==> src/blcsd_pkg.sv <==
// Shared types and constants for the book level change spike detector.
`default_nettype none
package blcsd_pkg;
  localparam int unsigned SIZE_W  = 31;
  localparam int unsigned PRICE_W = 32;
  localparam int unsigned CHG_W   = 32;
  localparam int unsigned WSIZE_W = 9;
  localparam int unsigned PCT_W   = 17;
  localparam int unsigned OBS_W   = 16;
  localparam int unsigned CFG_W   = 17;
  localparam int unsigned CFG_IDX_W = 2;

  localparam logic [CFG_IDX_W-1:0] REG_WINDOW_SIZE = 2'd0;
  localparam logic [CFG_IDX_W-1:0] REG_PERCENTILE  = 2'd1;
  localparam logic [CFG_IDX_W-1:0] REG_MIN_OBS     = 2'd2;

  localparam logic [1:0] SIDE_NONE = 2'd0;
  localparam logic [1:0] SIDE_BID  = 2'd1;
  localparam logic [1:0] SIDE_ASK  = 2'd2;

  localparam logic [1:0] DIR_NONE    = 2'd0;
  localparam logic [1:0] DIR_BULLISH = 2'd1;
  localparam logic [1:0] DIR_BEARISH = 2'd2;

  // Snapshot summary handed from the front part to the back part.
  typedef struct packed {
    logic              baseline;
    logic [SIZE_W-1:0] magnitude;
    logic [CHG_W-1:0]  signed_change;
    logic [PRICE_W-1:0] price;
    logic [1:0]        side;
  } snap_t;
endpackage
`default_nettype wire

==> src/blcsd_queue.sv <==
// Two-entry queue of snapshot summaries between front and back parts.
`default_nettype none
module blcsd_queue (
  input  wire logic          clk,
  input  wire logic          rst_n,
  input  wire logic          wr_valid,
  output logic               wr_ready,
  input  blcsd_pkg::snap_t   wr_data,
  output logic               rd_valid,
  input  wire logic          rd_ready,
  output blcsd_pkg::snap_t   rd_data
);
  import blcsd_pkg::*;
  snap_t     mem_r [2];
  logic      wp_r, rp_r;
  logic [1:0] cnt_r;
  logic      push_c, pop_c;

  assign wr_ready = cnt_r != 2'd2;
  assign rd_valid = cnt_r != 2'd0;
  assign rd_data  = mem_r[rp_r];
  assign push_c   = wr_valid && wr_ready;
  assign pop_c    = rd_valid && rd_ready;

  always_ff @(posedge clk) begin
    if (push_c) mem_r[wp_r] <= wr_data;
  end

  always_ff @(posedge clk) begin
    if (!rst_n) begin
      wp_r <= 1'b0; rp_r <= 1'b0; cnt_r <= 2'd0;
    end else begin
      if (push_c) wp_r <= ~wp_r;
      if (pop_c) rp_r <= ~rp_r;
      cnt_r <= cnt_r + {1'b0, push_c} - {1'b0, pop_c};
    end
  end
endmodule
`default_nettype wire

==> config.mk <==
export PLATFORM = sky130hd
export DESIGN_NAME = blcsd_queue
export DESIGN_NICKNAME = d
export VERILOG_FILES = /design/src/blcsd_pkg.sv /design/src/blcsd_queue.sv
export SDC_FILE = /design/constraint.sdc
export NUM_CORES = 1
export LEC_CHECK = 0
export BUFFER_PORTS_ARGS = -buffer_cell sky130_fd_sc_hd__buf_2
export CAP_MARGIN = 25
export CELL_PAD_IN_SITES_DETAIL_PLACEMENT = 1
export CELL_PAD_IN_SITES_GLOBAL_PLACEMENT = 1
export CORE_MARGIN = 2
export CORE_UTILIZATION = 30
export DETAILED_ROUTE_END_ITERATION = 7
export GPL_TIMING_DRIVEN = 1
export PLACE_DENSITY_LB_ADDON = 0.1
export SYNTH_ARGS = -nofsm -noshare
export SYNTH_HDL_FRONTEND = slang
export SYNTH_SLANG_ARGS = --single-unit
==> constraint.sdc <==
create_clock -name clk -period 8 [get_ports clk]
set_clock_uncertainty 0.15 [all_clocks]
set_input_delay 0.4 -clock clk [delete_from_list [all_inputs] [get_ports clk]]
set_output_delay 0.4 -clock clk [all_outputs]
set_load 0.005 [all_outputs]
# Word-level counts from Yosys, hierarchy flattened
# Memories as Yosys holds them, arrays and structs flattened. A register that Yosys moved wholly into a read port is not among the register bits.
# Index checks and enable logic that the tools add are counted.
[classes]
eq_ne = 1
n_reduce_logical = 3
bitwise = 2
mux = 4
addsub = 2
[ops]
columns = ["operator", "n"]
rows = [
  ["$mux 1", 4],
  ["$add 2x1->2", 1],
  ["$logic_and 1x1->1", 2],
  ["$ne 2x2->1 const B", 1],
  ["$not 1->1", 2],
  ["$reduce_bool 2->1", 1],
  ["$sub 2x1->2", 1],
]
[totals]
mem_count = 1
out_inout_bits = 100
regBits = 4
ramBits = 196
in_bits = 102
word_cells = 16
[mem_list]
columns = ["name", "words", "width", "rd", "rd_clocked_by_memory_dff", "wr", "line_no", "rtl"]
rows = [
  ["mem_r", 2, 98, 1, 1, 1, "blcsd_queue.sv:14", "snap_t mem_r [2];"],
]

# Longest topological paths before layout
# Gate-level depths: netlist of run 1.
[logic_depth]
word_depth = 4
ltp_mapped = 8
mapped_depth_nobuf = 8

# Worst setup path before layout of run 1
# No wires, ideal clock.
[synth_timing]
kind = "register to register"
startpoint = "register cnt_r[0]"
endpoint = "memory mem_r[0][0] (netlist name) (enable)"
n_path_buf = 0
period_less_slack_ns = 5.392
t_arrival_ns = 4.686
stages_incl_launch_ff = 4
setup_slack_ns = 2.608
path_cell_list = "dfxtp_1 > nand2b_1 > nand2_1 > nor2_1"
[synth_via]
elab_chain_cells = 4
[synth_lines]
columns = ["item", "line_no", "rtl"]
rows = [
  ["start: declaration", "blcsd_queue.sv:16", "logic [1:0] cnt_r;"],
  ["start signal: assignment", "blcsd_queue.sv:35", "cnt_r <= cnt_r + {1'b0, push_c} - {1'b0, pop_c};"],
  ["$ne 2x2->1", "blcsd_queue.sv:19", "assign wr_ready = cnt_r != 2'd2;"],
  ["net wr_ready", "blcsd_queue.sv:7", "output logic wr_ready,"],
  ["$logic_and 1x1->1", "blcsd_queue.sv:22", "assign push_c = wr_valid && wr_ready;"],
  ["$mux 1", "blcsd_queue.sv:26", "if (push_c) mem_r[wp_r] <= wr_data;"],
  ["$mux 1 (implied by the code)", "blcsd_queue.sv:26", ""],
  ["end: declaration", "blcsd_queue.sv:14", ""],
]
# The timed path passes the listed nets, and every way through them passes these cells.

==> results of run 1 <==
==> worst max path at each step <==
stage                            endpoint  slack (ns)  cells past startpoint
CTS                            rd_data[3]        4.70                      3
detailed placement             rd_data[3]        5.25                      3
global placement               rd_data[3]        5.26                      3
global route                   rd_data[3]        4.61                      3
floorplan           mem_r[0][0]$_DFFE_PP_        2.61                      3
finish                         rd_data[3]        4.85                      3
==> synthesized netlist by cell type <==
library cell | instances | share of area
and2_1 | 2 | 0.0017
and3_1 | 1 | 0.00085
buf_2 | 7 | 0.0047
buf_6 | 4 | 0.0061
dfxtp_1 | 5 | 0.014
edfxtp_1 | 196 | 0.80
ha_1 | 2 | 0.0034
inv_1 | 1 | 0.00051
mux2_2 | 78 | 0.12
mux2_4 | 20 | 0.041
mux2i_1 | 1 | 0.0014
nand2_1 | 2 | 0.0010
nand2b_1 | 2 | 0.0017
nor2_1 | 1 | 0.00051
nor2b_1 | 2 | 0.0017
o21a_1 | 1 | 0.0010
or2_2 | 1 | 0.00085
xnor2_1 | 3 | 0.0036
==> flip-flops by register name (all words and copies together) (netlist names), named ones only <==
signal  cells
rp_r        1
wp_r        1
mem_r     196
cnt_r       2
==> where the power goes <==
part,total [mW],internal [mW],switching (mW)
sequential,1.39,1.32,0.0671
combinational,0.623,0.344,0.279
clock,1.02,0.619,0.397
==> area by class of cell <==
type,count,share of cell area
clock buffer,25,0.0557
clock inverter,14,0.0141
inverter,1,0.000359
multi-input combinational,116,0.126
sequential,201,0.572
tap,324,0.0387
timing repair buffer,303,0.193
==> cell usage in the layout (no fill, tap or decap), drive strengths merged <==
| cell type | n |
|---|---|
| buf | 205 |
| edfxtp | 196 |
| dlygate4sd3 | 98 |
| mux2 | 98 |
| clkbuf | 25 |
| clkinv | 8 |
| dfxtp | 5 |
| xnor2 | 3 |
| clkinvlp | 3 |
| bufinv | 3 |
| nand2b | 2 |
| nand2 | 2 |
| nor2b | 2 |
| and2 | 2 |
| ha | 2 |
| o21a | 1 |
| or2 | 1 |
| inv | 1 |
| and3 | 1 |
| nor2 | 1 |
| mux2i | 1 |
==> per-stage QoR <==
| stage | setup slack [ns] | area, sq um | std cells | power [mW] |
|---|---|---|---|---|
| finish | 4.85 | 10500 | 984 | 3.03 |
| global route | 4.61 | 10500 | 984 | 3.19 |
| CTS | 4.70 | 10500 | 984 | 3.10 |
| detailed placement | 5.25 | 8760 | 847 | 2.02 |
| global placement | 5.26 | 8760 | 847 | 2.01 |
| floorplan | 2.61 | 7380 | 329 | 1.77 |
==> cell families (layout without fill, tap and decap cells) <==
logic type / count (synthesis) / count (layout) / synth area share
XOR/XNOR: 3 / 3 / 0.00356
buffers and inverters: 12 / 343 / 0.0114
AND/OR/NAND/NOR: 11 / 11 / 0.00831
multiplexers: 99 / 99 / 0.161
flip-flops: 201 / 201 / 0.811
AO/OA/AOI/OAI: 1 / 1 / 0.00102
adder cells (fa/ha/maj): 2 / 2 / 0.00339
==> layer usage <==
layer,GRT usage,up-vias,share of wire
met5,0,-,0
met4,0.0373,0,0.024
met3,0.0336,24,0.058
met2,0.225,118,0.54
met1,0.138,2053,0.38
li1,-,1939,-
==> flow_summary.toml, run 1 <==
[setup_path]
end_kind = "output port"
cp_top_family = "buffers and inverters"
r2r_cells = 3
r2r_slack_ns = 5.50
cp_max_fo = 51
rr_startpoint = "cnt_r[0]$_SDFF_PN0_"
critPathRequiredTime_ns = 7.45
cp_num_buf_inv = 2
worstReg2RegEnd = "mem_r[1][62]$_DFFE_PP_"
crit_chain = "buf_4 > mux2_2 > buf_2"
slowest_stage = "dfxtp_4"
start_kind = "register"
slowest_delay_ns = 0.80
arrival_ns = 2.60
worstSetupPathType = "register to output port"

[place]
hpwl_um = 9990
place_congestion = 0.683
io_buffer_count = 201

[pwr]
leakagePower_nw = 3.94
ir_worst_vdd_mv = 0.170
power.density_nw_per_um2 = 290

[routing]
vias = 4134
routedWlPerCell_um = 16.3
wirelength_um = 16100
firstDrtPassIters = 4
drcViolationCount = 0
drtIter0Drc = 130
ant_nets = 0
vias_per_cell = 4.20

[global_route]
grt_pass1_wl_um = 24600
grt_start_max_net_pins = 55
grtUsageTotal = 0.122
antenna_found_initial = 0
gr-total-overflow = 0
grt_pass1_vias = 4593

[timing]
fin_crit_sh = 0.394
finalMaxSlewViolations = 0
setup_viol = 0
finalHoldViolCount = 0
whs_ns = 0.0450
setup_tns_ns = 0
slew_headroom = 0.475
layout_min_cycle_time_ns = 3.15
tightest_slew_ns = 0.787
fmax_mhz = 317
rsz0062_at_grt = "no"

[floorplan]
dieHeight_um = 161
core_sq_um = 24200
initial_utilization = 0.304
dieArea_sq_um = 25900
num_rows = 57
pin_count = 202
fp.dieW_um = 161

[finish]
drive_above_1_share = 0.515
seqCellArea_sq_um = 5990
synthToLayoutAreaGrowth_pct = 41.9
fillCellCount = 2442
diodes = 0
multi_input_area_sq_um = 1320
final_core_util = 0.432
num-nets-final = 750

[cts]
numClockSinks = 201
cts_root_buffer = "clkbuf_16"
cts_max_path_buffers = 3
clock_latency_ns = 0.50
cts.htree.levels = 1
postCtsSetupBuffers = 0
cts_tree = "done"
cts-resized-gates = 0
postCtsHoldBufs = 98
clkTransAtPathRegs_ns = 0.06
numCtsBuffers = 23

[synthesis]
ys_seq_elements = 201
seq_area_frac_synth = 0.811
synth.net_count = 433
synth_area_per_cell_sq_um = 22.4
synth_cell_types = 18
ys_warn_count = 0
synthCells = 329
syn-cell-area_sq_um = 7380

[status]
status = "finished clean"

[flow_run]
cap_violations = 0

[min_path]
hold_class = "input port to register"
hp-start = "rst_n"
hold_path_end = "cnt_r[1]$_SDFF_PN0_"
whs_path_depth = 2
(Power assumes the default switching activity.)
==> run 2: changes to the inputs <==
- ABC_AREA: unset -> 1
- clock period: 8 -> 2.7 ns (I/O delays scaled with it)
==> flow_summary.toml, run 2 <==
[cts]
numClockSinks = 201
clock_latency_ns = 0.48
cts.htree.levels = 1
cts-resized-gates = 0
cts_max_path_buffers = 3
cts_root_buffer = "clkbuf_16"
cts_tree = "done"
postCtsSetupBuffers = 0
clkTransAtPathRegs_ns = 0.06
numCtsBuffers = 23

[synthesis]
synth_area_leaders = "edfxtp_1, mux2_2, mux2_4"
syn-cell-area_sq_um = 7380
synth_cell_types = 12
synth.net_count = 445
synth-async-reset-ratio = 0
ys_seq_elements = 201
yosysTopAreaCell = "edfxtp_1"
synth_common_cells = "edfxtp_1, mux2_2, mux2_4, nand2_1, nor2_1"
synth-edff-count = 196
synth_most_common_cell = "edfxtp_1"
seq_area_frac_synth = 0.811
synth_ff_type = "edfxtp_1"
ys_warn_count = 0
synthCells = 341
synth_area_per_cell_sq_um = 21.7
synth_top_area_share = 0.797

[timing]
finalHoldViolCount = 0
finalMaxSlewViolations = 0
layout_min_cycle_time_ns = 2.25
setup_tns_ns = 0
tightest_slew_ns = 0.599
fin_crit_sh = 0.832
fmax_mhz = 445
slew_headroom = 0.601
whs_ns = 0.215
rsz0062_at_grt = "no"
setup_viol = 0

[pwr]
power.density_nw_per_um2 = 842
ir_worst_vdd_mv = 0.441
leakagePower_nw = 3.98
total_power_mw = 8.85

[finish]
multi_input_area_sq_um = 1300
seqCellArea_sq_um = 5990
final_core_util = 0.433
largest_reg_flops = 196
largest_register = "mem_r"
fillCellCount = 2435
drive_above_1_share = 0.494
final_common_cell = "buf_2"
num-nets-final = 768
reg_top3 = "mem_r x196, cnt_r x2"
layout_common_cells = "buf_2, edfxtp_1, dlygate4sd3_1"
synthToLayoutAreaGrowth_pct = 42.3

[routing]
wirelength_um = 16400
vias = 4215
routedWlPerCell_um = 16.4
drcViolationCount = 0
drtIter0Drc = 153
firstDrtPassIters = 4
vias_per_cell = 4.20
ant_nets = 0

[floorplan]
pin_count = 202
initial_utilization = 0.305
fp.dieW_um = 161
num_rows = 57
dieArea_sq_um = 25900
core_sq_um = 24200
dieHeight_um = 161

[status]
status = "finished clean"

[setup_path]
cp_max_fo = 22
crit_chain = "buf_4 > mux2_2 > buf_2"
r2r_slack_ns = 0.86
rr_startpoint = "cnt_r[0]$_SDFF_PN0_"
arrival_ns = 1.96
cp_num_buf_inv = 2
worstSetupPathType = "register to output port"
cp_top_family = "flip-flops"
critPathRequiredTime_ns = 2.41
slowest_stage = "dfxtp_4"
start_kind = "register"
slowest_delay_ns = 0.60
end_kind = "output port"

[place]
io_buffer_count = 201
place_congestion = 0.702
hpwl_um = 9950

[min_path]
hold_class = "input port to register"
hp-start = "wr_data[39]"

[global_route]
grt_pass1_wl_um = 25700
grtUsageTotal = 0.126
gr-total-overflow = 0
antenna_found_initial = 1
grt_start_max_net_pins = 99
grt_pass1_vias = 4777

[flow_run]
cap_violations = 0
==> run 2: final timing paths <==
kind / depth (start not counted) / endpoint
min reg2reg: 2 / rp_r$_SDFFE_PN0P_
min: 2 / mem_r[1][39]$_DFFE_PP_
max: 3 / rd_data[62]
max reg2reg: 5 / mem_r[1][94]$_DFFE_PP_
==> run 2: power by group <==
group	switching, mW	internal [mW]	total, mW
logic	0.930	1.03	1.96
clock network	1.14	1.65	2.79
registers	0.148	3.95	4.10
total	2.22	6.63	8.85
==> run 2: timing repair <==
item | in CTS | in global routing
hold buffers | 101 | 0
endpoints found under the hold margin | 201 | 0
setup endpoints to repair | 0 | 0
==> run 2: stage by stage <==
step / instance area, sq um / std cells / worst slack, ns
2_1_floorplan: 7400 / 341 / 0.0689
3_3_place_gp: 8830 / 862 / 0.907
3_5_place_dp: 8830 / 862 / 0.853
4_1_cts: 10500 / 1002 / 0.377
5_1_grt: 10500 / 1003 / 0.339
6_report: 10500 / 1003 / 0.454
==> run 2: logic make-up after synthesis <==
| kind of cell | share of synthesized area |
|---|---|
| buf+inv | 0.0144 |
| mux | 0.160 |
| compound gates | 0.00136 |
| simple gates | 0.0107 |
| fa+ha+maj | 0.00339 |
| flops | 0.811 |
==> run 2: layout make-up <==
| class | instances | area share |
|---|---|---|
| antenna | 1 | 0.000238 |
| clock buffer | 30 | 0.0573 |
| sequential | 201 | 0.570 |
| clock inverter | 9 | 0.00595 |
| multi-input combinational | 122 | 0.124 |
| tap | 324 | 0.0386 |
| timing repair buffer | 309 | 0.202 |
| inverter | 7 | 0.00286 |
==> run 2: layer usage <==
| layer | part of all wire | GRT usage | vias up |
|---|---|---|---|
| met5 | 0 | 0 | - |
| met4 | 0.021 | 0.0349 | 0 |
| met3 | 0.066 | 0.0336 | 29 |
| met2 | 0.50 | 0.218 | 136 |
| met1 | 0.42 | 0.156 | 2071 |
| li1 | - | - | 1979 |
