$ cat config.mk
export PLATFORM = sky130hd
export DESIGN_NAME = blcsd_front
export DESIGN_NICKNAME = d
export VERILOG_FILES = /design/src/blcsd_pkg.sv /design/src/blcsd_front.sv
export SDC_FILE = /design/constraint.sdc
export NUM_CORES = 2
export LEC_CHECK = 0
export ABC_AREA = 1
export BUFFER_PORTS_ARGS = -buffer_cell sky130_fd_sc_hd__buf_4
export CORE_MARGIN = 3
export CORE_UTILIZATION = 45
export CTS_BUF_LIST = sky130_fd_sc_hd__clkbuf_8
export DETAILED_ROUTE_END_ITERATION = 7
export PLACE_DENSITY_LB_ADDON = 0.2
export SYNTH_ARGS = -nofsm -noshare
export SYNTH_HDL_FRONTEND = slang
export SYNTH_SLANG_ARGS = --single-unit
$ cat constraint.sdc
create_clock -name clk -period 7.4 [get_ports clk]
set_clock_uncertainty 0.1 [all_clocks]
set_input_delay 1.48 -clock clk [delete_from_list [all_inputs] [get_ports clk]]
set_output_delay 1.48 -clock clk [all_outputs]
set_load 0.01 [all_outputs]
$ cat src/blcsd_pkg.sv
// Shared types and constants for the book level change spike detector.
`default_nettype none
package blcsd_pkg;
  localparam int unsigned SIZE_W  = 31;
  localparam int unsigned PRICE_W = 32;
  localparam int unsigned CHG_W   = 32;
  localparam int unsigned WSIZE_W = 9;
  localparam int unsigned PCT_W   = 17;
  localparam int unsigned OBS_W   = 16;
  localparam int unsigned CFG_W   = 17;
  localparam int unsigned CFG_IDX_W = 2;

  localparam logic [CFG_IDX_W-1:0] REG_WINDOW_SIZE = 2'd0;
  localparam logic [CFG_IDX_W-1:0] REG_PERCENTILE  = 2'd1;
  localparam logic [CFG_IDX_W-1:0] REG_MIN_OBS     = 2'd2;

  localparam logic [1:0] SIDE_NONE = 2'd0;
  localparam logic [1:0] SIDE_BID  = 2'd1;
  localparam logic [1:0] SIDE_ASK  = 2'd2;

  localparam logic [1:0] DIR_NONE    = 2'd0;
  localparam logic [1:0] DIR_BULLISH = 2'd1;
  localparam logic [1:0] DIR_BEARISH = 2'd2;

  // Snapshot summary handed from the front part to the back part.
  typedef struct packed {
    logic              baseline;
    logic [SIZE_W-1:0] magnitude;
    logic [CHG_W-1:0]  signed_change;
    logic [PRICE_W-1:0] price;
    logic [1:0]        side;
  } snap_t;
endpackage
`default_nettype wire

$ cat src/blcsd_front.sv
// Front part: compares each level with the previous snapshot, tracks the largest change.
`default_nettype none
module blcsd_front #(
  parameter int unsigned BOOK_DEPTH = 32
) (
  input  wire logic               clk,
  input  wire logic               rst_n,
  input  wire logic               lvl_valid,
  output logic                    lvl_ready,
  input  wire logic               lvl_side,
  input  wire logic [30:0]        lvl_size,
  input  wire logic [31:0]        lvl_price,
  input  wire logic               lvl_last,
  output logic                    snap_valid,
  input  wire logic               snap_ready,
  output blcsd_pkg::snap_t        snap
);
  import blcsd_pkg::*;
  localparam int unsigned AW = (BOOK_DEPTH > 1) ? $clog2(BOOK_DEPTH) : 1;
  localparam int unsigned CW = $clog2(BOOK_DEPTH + 1);
  localparam logic [CW-1:0] DEPTH_C = CW'(BOOK_DEPTH);

  typedef enum logic [1:0] {S_TAKE, S_CMP, S_SEND} state_t;
  state_t state_r;

  logic [SIZE_W-1:0] bid_mem [BOOK_DEPTH];
  logic [SIZE_W-1:0] ask_mem [BOOK_DEPTH];
  logic [SIZE_W-1:0] rd_r;

  logic [CW-1:0] bid_idx_r, ask_idx_r, prev_bid_r, prev_ask_r;
  logic          baseline_r;
  logic          h_side_r, h_last_r, h_cmp_r;
  logic [SIZE_W-1:0]  h_size_r;
  logic [PRICE_W-1:0] h_price_r;
  logic [SIZE_W-1:0]  best_mag_r;
  logic [CHG_W-1:0]   best_chg_r;
  logic [PRICE_W-1:0] best_price_r;
  logic [1:0]         best_side_r;

  logic [CW-1:0] idx_c, pcnt_c;
  logic          in_range_c;
  logic [CHG_W-1:0] diff_c;
  logic [SIZE_W-1:0] mag_c;

  assign idx_c      = lvl_side ? ask_idx_r : bid_idx_r;
  assign pcnt_c     = lvl_side ? prev_ask_r : prev_bid_r;
  assign in_range_c = idx_c < DEPTH_C;
  assign diff_c     = {1'b0, h_size_r} - {1'b0, rd_r};
  assign mag_c      = diff_c[CHG_W-1] ? SIZE_W'(-diff_c) : diff_c[SIZE_W-1:0];

  assign lvl_ready  = (state_r == S_TAKE);
  assign snap_valid = (state_r == S_SEND);
  always_comb begin
    snap.baseline      = !baseline_r;
    snap.magnitude     = best_mag_r;
    snap.signed_change = best_chg_r;
    snap.price         = best_price_r;
    snap.side          = best_side_r;
  end

  // Read old size and write new size at the same index in the accept cycle.
  always_ff @(posedge clk) begin
    if (lvl_valid && lvl_ready && in_range_c) begin
      if (lvl_side) begin
        rd_r <= ask_mem[idx_c[AW-1:0]];
        ask_mem[idx_c[AW-1:0]] <= lvl_size;
      end else begin
        rd_r <= bid_mem[idx_c[AW-1:0]];
        bid_mem[idx_c[AW-1:0]] <= lvl_size;
      end
    end
  end

  always_ff @(posedge clk) begin
    if (!rst_n) begin
      state_r <= S_TAKE;
      bid_idx_r <= '0; ask_idx_r <= '0; prev_bid_r <= '0; prev_ask_r <= '0;
      baseline_r <= 1'b0; h_cmp_r <= 1'b0;
      best_mag_r <= '0; best_chg_r <= '0; best_price_r <= '0; best_side_r <= SIDE_NONE;
    end else begin
      case (state_r)
        S_TAKE: begin
          if (lvl_valid) begin
            h_side_r  <= lvl_side;
            h_size_r  <= lvl_size;
            h_price_r <= lvl_price;
            h_last_r  <= lvl_last;
            h_cmp_r   <= in_range_c && baseline_r && (idx_c < pcnt_c);
            if (in_range_c) begin
              if (lvl_side) ask_idx_r <= ask_idx_r + 1'b1;
              else bid_idx_r <= bid_idx_r + 1'b1;
            end
            state_r <= S_CMP;
          end
        end
        S_CMP: begin
          if (h_cmp_r && (mag_c > best_mag_r)) begin
            best_mag_r   <= mag_c;
            best_chg_r   <= diff_c;
            best_price_r <= h_price_r;
            best_side_r  <= h_side_r ? SIDE_ASK : SIDE_BID;
          end
          state_r <= h_last_r ? S_SEND : S_TAKE;
        end
        S_SEND: begin
          if (snap_ready) begin
            baseline_r <= 1'b1;
            prev_bid_r <= bid_idx_r; prev_ask_r <= ask_idx_r;
            bid_idx_r <= '0; ask_idx_r <= '0;
            best_mag_r <= '0; best_chg_r <= '0; best_price_r <= '0;
            best_side_r <= SIDE_NONE;
            state_r <= S_TAKE;
          end
        end
        default: state_r <= S_TAKE;
      endcase
    end
  end
endmodule
`default_nettype wire

Word-level counts from Yosys, hierarchy flattened. Memories as Yosys holds them, arrays and structs flattened. Index checks and enable logic that the tools add are counted.

Flip-flop bits (word level): 221. Latch bits: 0. Memory bits (writable): 1984. ROM bits: 0. Input port bits: 69. Output and inout port bits: 100. Word-level logic and storage cells: 83. Memories: 2.

Memories: ask_mem (words 32, width 31, rd ports 1, clocked after memory_dff 0, wr ports 1, RTL line blcsd_front.sv:27) `logic [SIZE_W-1:0] ask_mem [BOOK_DEPTH];`; bid_mem (words 32, width 31, rd ports 1, clocked after memory_dff 0, wr ports 1, RTL line blcsd_front.sv:26) `logic [SIZE_W-1:0] bid_mem [BOOK_DEPTH];`.

Add/subtract/negate cells: 4. Multipliers: 0. Div/mod/pow operators: 0. $lt $le $gt $ge: 3. Eq/ne operators: 8. Shifts and indexed selects: 0. Multiplexer cells: 34. Bitwise logic cells: 0. Reductions and logical operators: 16.

Operators with widths (number): 32-bit one-hot mux with 2 select lines (2); 31-bit 2-to-1 mux (4); 32-bit 2-to-1 mux (3); 31-bit one-hot mux with 2 select lines (1); 6-bit 2-to-1 mux (9); 31-bit by 31-bit subtractor with 32-bit output (1); 31-bit > comparator (1); 31-bit negator (1); 6-bit one-hot mux with 2 select lines (2); 6-bit by 1-bit adder with 6-bit output, second input constant (2); 2-bit 2-to-1 mux (5); 5-bit AND reduction (2); 6-bit less-than comparator (1); 6-bit less-than comparator, second input constant (1); 1-bit 2-to-1 mux (6); 2-bit by 1-bit inequality test with 1-bit output, second input constant (3); 2-bit inequality test, second input constant (3); 2-bit one-hot mux with 3 select lines (1); 2-bit AND reduction (3); 3-bit AND reduction (2); 1-bit logical AND (5); 2-bit one-hot mux with 2 select lines (1); 2-bit nonzero test (2); 2-bit by 1-bit == test with 1-bit output, second input constant (1); other kinds (3) (3).

Depth between registers and ports, before layout.
Depth in word-level cells: 7. Gate-level depth with buffers: 34. Gate-level depth less buffers: 31.

Worst setup path before layout. OpenSTA, ideal clock, no wires.

Path type: input -> register. Start: input lvl_side. End: memory ask_mem[12][0], enable pin. Setup time: 0.458 ns. Data arrival time: 6.134 ns. Required time: 6.842 ns. Setup slack: 0.708 ns. Stages on the path: 8. Buffers on the path: 3. Cells stage by stage: buf_6 -> buf_2 -> nand2_1 -> nand2_1 -> nor2_1 -> nand2_1 -> buf_1 -> nor3_1.

Longest elaborated chain between the ends: 5. Elaborated cells on any way between the ends: 6. Those cells by class: order compare (1); mux (4); reduce/logical (1).

Ends and longest elaborated chain: start: declaration (RTL line blcsd_front.sv:10) `input wire logic lvl_side,`; 6-bit 2-to-1 mux (RTL line blcsd_front.sv:45) `assign idx_c = lvl_side ? ask_idx_r : bid_idx_r;`; 6-bit less-than comparator (RTL line blcsd_front.sv:47) `assign in_range_c = idx_c < DEPTH_C;`; 1-bit logical AND (RTL line blcsd_front.sv:63) `if (lvl_valid && lvl_ready && in_range_c) begin`; 1-bit 2-to-1 mux (RTL line blcsd_front.sv:63); 1-bit 2-to-1 mux (implied by the code) (RTL line blcsd_front.sv:66) `ask_mem[idx_c[AW-1:0]] <= lvl_size;`; end: declaration (RTL line blcsd_front.sv:27).

Several ways; a longest one is shown, not always the timed one.

Final worst setup path.
Start: register rd_r[14]. End: register best_mag_r[0].

Longest elaborated chain between the ends: 7. Elaborated cells on any way between the ends: 9. Those cells by class: add/sub (2); order compare (1); eq/ne (1); mux (3); reduce/logical (2).

Ends and longest elaborated chain: start: declaration (RTL line blcsd_front.sv:28) `logic [SIZE_W-1:0] rd_r;`; start signal: assignment (RTL line blcsd_front.sv:65) `rd_r <= ask_mem[idx_c[AW-1:0]];`; start signal: assignment (RTL line blcsd_front.sv:68) `rd_r <= bid_mem[idx_c[AW-1:0]];`; 31-bit by 31-bit subtractor with 32-bit output (*) (RTL line blcsd_front.sv:48) `assign diff_c = {1'b0, h_size_r} - {1'b0, rd_r};`; 31-bit negator (RTL line blcsd_front.sv:49) `assign mag_c = diff_c[CHG_W-1] ? SIZE_W'(-diff_c) : diff_c[SIZE_W-1:0];`; 31-bit 2-to-1 mux (*) (RTL line blcsd_front.sv:49); 31-bit > comparator (RTL line blcsd_front.sv:97) `if (h_cmp_r && (mag_c > best_mag_r)) begin`; 1-bit logical AND (RTL line blcsd_front.sv:97); 2-bit inequality test (no line); 3-bit AND reduction (no line); end signal: assignment (RTL line blcsd_front.sv:98) `best_mag_r <= mag_c;`; end: declaration (RTL line blcsd_front.sv:35) `logic [SIZE_W-1:0] best_mag_r;`.

Mark *: on every way between the ends. The rest lies on a longest branch, timed or not. The select of a mux whose other input is x is not followed. A chain may end at the register's enable or synchronous reset.

==> results summary <==
The run finished with clean final reports. CTS saw 2,205 sinks. The highest fanout seen on the critical path is 96. Ranked by total cell area, the synthesized netlist is headed by sky130_fd_sc_hd__edfxtp_1 (73%), sky130_fd_sc_hd__a22oi_1 (7.0%), sky130_fd_sc_hd__nand2_1 (5.0%). The I/O pin total came out at 169. The number of iterations in the first detailed-routing pass came out at 7. The count of maximum capacitance violations is 0. The total routing resource utilization after global routing is 0.2601. The setup slack of the critical path after layout came out at 1.062 ns. The min-delay analysis places its worst path in the category reg2reg.

The number of slew-limit violations in the final report came to 0. The worst setup path is launched from a flop. The count of H-tree levels built during CTS is 5.

The total leakage power came out at 33.13 nW. The number of fillers in the final layout came out at 15,990. The power per standard cell area came out at 267.5 nW/um2. The biggest area consumer among synthesized cells is sky130_fd_sc_hd__edfxtp_1. Once layout is complete, the utilization of the core stands at 0.5149.

The number of antenna violations at the first check in global routing is 14. The detailed placement HPWL is 146.5 mm. The count of antenna-violating nets left after detailed routing came out at 0. The height of the chip came out at 441.7 um. The initial utilization of the core area, before any placement, comes to 0.4539. Before CTS, the worst setup slack after placement is 1.140 ns.

The area of the placeable core is 188,200 um2. In this run, CTS created clock tree buffers numbering 371. The final weighted congestion in routability-driven placement is 0.8748. The final wirelength came out at 259.3 mm.

The final number of hold-violating endpoints came out at 0. Setup violations remaining at the end of the flow were counted as 0. The commonest register cell after synthesis is sky130_fd_sc_hd__edfxtp_1.

The number of hold-repair buffers added at the cts stage came out at 0. Yosys mapped a number of flops with a built-in enable equal to 2,080. The TritonCTS clock tree is done. Across the VDD grid, the largest voltage drop is 0.1664 mV.

Relative to the synthesized area, the layout overhead comes to 13.44%. The post-synth net total is 6,150. For this run, the register share of the synthesized area comes to 0.7605.

The clock latency at the later pin of the worst-skew pair came out at 1.08 ns. The highest achievable clock rate is 157.8 MHz. The area after detailed placement came out at 90,380 um2. The starting DRC count in detailed routing is 5,917. The final-stage net count is 6,551.

The maximum number of pins on one net before global-route repair came out at 117. The total power of the final layout is 25.92 mW. The transition at the pin with the smallest max-transition slack is 1.301 ns. The number of cells on the worst hold path came out at 2. The area share of the largest cell type after synthesis came out at 0.7312.

The data arrival time of the critical path came out at 7.16 ns. The number of vias per cell after detailed routing is 5.916. The library cell used most frequently in the layout, excluding fill and tap cells, is sky130_fd_sc_hd__edfxtp_1. The Yosys step of the flow raised 0 warnings.

The number of library cell types mapped by synthesis came out at 54. Across all hold checks on the routed design, the worst slack comes to 0.3519 ns. The clock-pin slew of the registers on the worst-case setup and hold paths is 0.06 ns. The count of input and output buffers came out at 168.

The multi-input logic area came out at 18,200 um2. The number of rows in the core area is 159. The library cells used most frequently in the layout, excluding fill and tap cells, are sky130_fd_sc_hd__edfxtp_1 (2,080), sky130_fd_sc_hd__nand2_1 (1,136), sky130_fd_sc_hd__a22oi_1 (800), sky130_fd_sc_hd__a21oi_1 (459), sky130_fd_sc_hd__inv_1 (420). The non-filler instance count after layout is 9,179.

The post-CTS setup-driven buffer insertion count came out at 0. The number of cells on the worst reg-to-reg path is 23. The final standard cell area without fillers came out at 96,900 um2. The first-pass GRT wire length came out at 371.7 mm. The fraction of registers with async set/reset came out at 0. The post-cts repair resize count came out at 0.

The footprint of the flip-flops and latches is 64,960 um2. In this run the tightest slew margin relative to its limit is 0.1319. The total number of vias is 54,300. The layout cell share with drive strength beyond 1 is 0.1365. The final critical delay including setup and external delays is 6.338 ns. The number of global-route vias before repair is 52,960. Global routing finished with a remaining overflow of 0. The total instance count after detailed placement is 8,533. Setup repair after global routing left no endpoint under its margin. The die is 441.7 um wide.

The accumulated negative setup slack is 0 ns. The total die area came out at 195,100 um2. CTS placed an instance of sky130_fd_sc_hd__clkbuf_8 at the clock tree root. The synthesized instance count came out at 6,010.

The post-synthesis area per instance came out at 14.21 um2. The final routed DRC violation total is 0. Of the available clock period, the critical path in the final layout requires 0.8565.

The classification of the worst setup path is reg2reg. The register bit total from synthesis is 2,205. The kind of end point of the critical path is a flop.

The synthesized netlist occupies a cell area of 85,420 um2. The mean routed wirelength per cell came out at 28.25 um. Data on the critical path is required at its endpoint by 8.22 ns. The deepest clock path buffer count is 4.
## registers in the layout (all words and copies together), names as in the netlist
signal	cells
h_price_r	32
bid_idx_r	6
h_last_r	1
best_side_r	2
rd_r	31
state_r	2
best_price_r	32
ask_mem	992
h_cmp_r	1
h_size_r	31
ask_idx_r	6
baseline_r	1
bid_mem	992
best_mag_r	31
prev_bid_r	6
prev_ask_r	6
best_chg_r	32
h_side_r	1
## worst max-delay path, cell delays in order, from the launching register on
cell and delay (ns):
sky130_fd_sc_hd__edfxtp_1 0.68, sky130_fd_sc_hd__inv_1 0.20, sky130_fd_sc_hd__ha_1 0.46, sky130_fd_sc_hd__nand2_1 0.13, sky130_fd_sc_hd__nor2_1 0.15, sky130_fd_sc_hd__inv_1 0.08
sky130_fd_sc_hd__nor2_1 0.14, sky130_fd_sc_hd__nand2_1 0.09, sky130_fd_sc_hd__nand2_1 0.10, sky130_fd_sc_hd__nand4_1 0.11, sky130_fd_sc_hd__nand2_2 0.27, sky130_fd_sc_hd__inv_2 0.24
sky130_fd_sc_hd__nand2_1 0.13, sky130_fd_sc_hd__xor2_1 0.18, sky130_fd_sc_hd__inv_1 0.08, sky130_fd_sc_hd__ha_1 0.29, sky130_fd_sc_hd__nor4b_1 0.76, sky130_fd_sc_hd__o21ai_0 0.20
sky130_fd_sc_hd__nand3_1 0.19, sky130_fd_sc_hd__nand4_1 0.16, sky130_fd_sc_hd__a21oi_4 0.21, sky130_fd_sc_hd__buf_4 0.81, sky130_fd_sc_hd__nand2_1 0.19, sky130_fd_sc_hd__a21oi_1 0.19
## kinds of logic after synthesis
logic type,after synthesis,share of synthesized area
flops,2205,0.7605
fa+ha+maj,71,0.01049
simple gates,1619,0.08026
buf+inv,628,0.03108
compound gates,1466,0.1154
xor+xnor,21,0.002241
## cell type report
type | instances | share of cell area
tap | 2495 | 0.03222
clock inverter | 255 | 0.01273
clock buffer | 382 | 0.05426
timing repair buffer | 359 | 0.03065
sequential | 2205 | 0.6704
inverter | 297 | 0.01167
antenna | 9 | 0.0002324
multi-input combinational | 3177 | 0.1878
## where the power goes
group	internal (mW)	switching, mW
Sequential	13.7	0.0387
Combinational	0.647	1.75
Clock	5.02	4.73
Total	19.4	6.51
## per-layer routing
metal | global-route usage | part of all wire | up-vias
met3 | 0.05277 | 0.091 | 500
met2 | 0.4168 | 0.47 | 2707
met4 | 0.1023 | 0.041 | 4
li1 | - | - | 23660
met1 | 0.3504 | 0.40 | 27430
met5 | 0 | 0.00010 | -
## path summary, 6_finish.rpt
kind | start | slack [ns] | endpoint
max reg2reg | rd_r[14]$_DFFE_PP_ | 1.06 | best_mag_r[0]$_SDFFE_PN0P_
min | prev_ask_r[5]$_SDFFE_PN0P_ | 0.35 | prev_ask_r[5]$_SDFFE_PN0P_
max | rd_r[14]$_DFFE_PP_ | 1.06 | best_mag_r[0]$_SDFFE_PN0P_
min reg2reg | prev_ask_r[5]$_SDFFE_PN0P_ | 0.35 | prev_ask_r[5]$_SDFFE_PN0P_
## cells in the mapped netlist, types with 3 or more instances
library cell,instances
sky130_fd_sc_hd__edfxtp_1,2080
sky130_fd_sc_hd__nand2_1,1138
sky130_fd_sc_hd__a22oi_1,800
sky130_fd_sc_hd__a21oi_1,460
sky130_fd_sc_hd__inv_1,281
sky130_fd_sc_hd__buf_2,172
sky130_fd_sc_hd__clkbuf_1,137
sky130_fd_sc_hd__nand3_1,134
sky130_fd_sc_hd__dfxtp_1,125
sky130_fd_sc_hd__nor3_1,118
sky130_fd_sc_hd__nor2_1,101
sky130_fd_sc_hd__ha_1,70
sky130_fd_sc_hd__a221oi_1,61
sky130_fd_sc_hd__o21ai_0,38
sky130_fd_sc_hd__o22ai_1,30
sky130_fd_sc_hd__a41oi_1,29
sky130_fd_sc_hd__nor4_1,27
sky130_fd_sc_hd__nor3b_1,26
sky130_fd_sc_hd__nand4_1,25
sky130_fd_sc_hd__inv_2,16
sky130_fd_sc_hd__xor2_1,15
sky130_fd_sc_hd__a31oi_1,14
sky130_fd_sc_hd__nand2_2,9
sky130_fd_sc_hd__o41ai_1,9
sky130_fd_sc_hd__buf_1,8
sky130_fd_sc_hd__buf_6,8
sky130_fd_sc_hd__or2_1,8
sky130_fd_sc_hd__nand3b_1,7
sky130_fd_sc_hd__buf_4,6
sky130_fd_sc_hd__o21ai_1,6
sky130_fd_sc_hd__xnor2_1,5
sky130_fd_sc_hd__a2111oi_0,4
sky130_fd_sc_hd__and2_1,4
sky130_fd_sc_hd__nor3_4,4
sky130_fd_sc_hd__o21ai_4,4
sky130_fd_sc_hd__nor3_2,3
No activity file was read; power rests on OpenSTA's default activity.
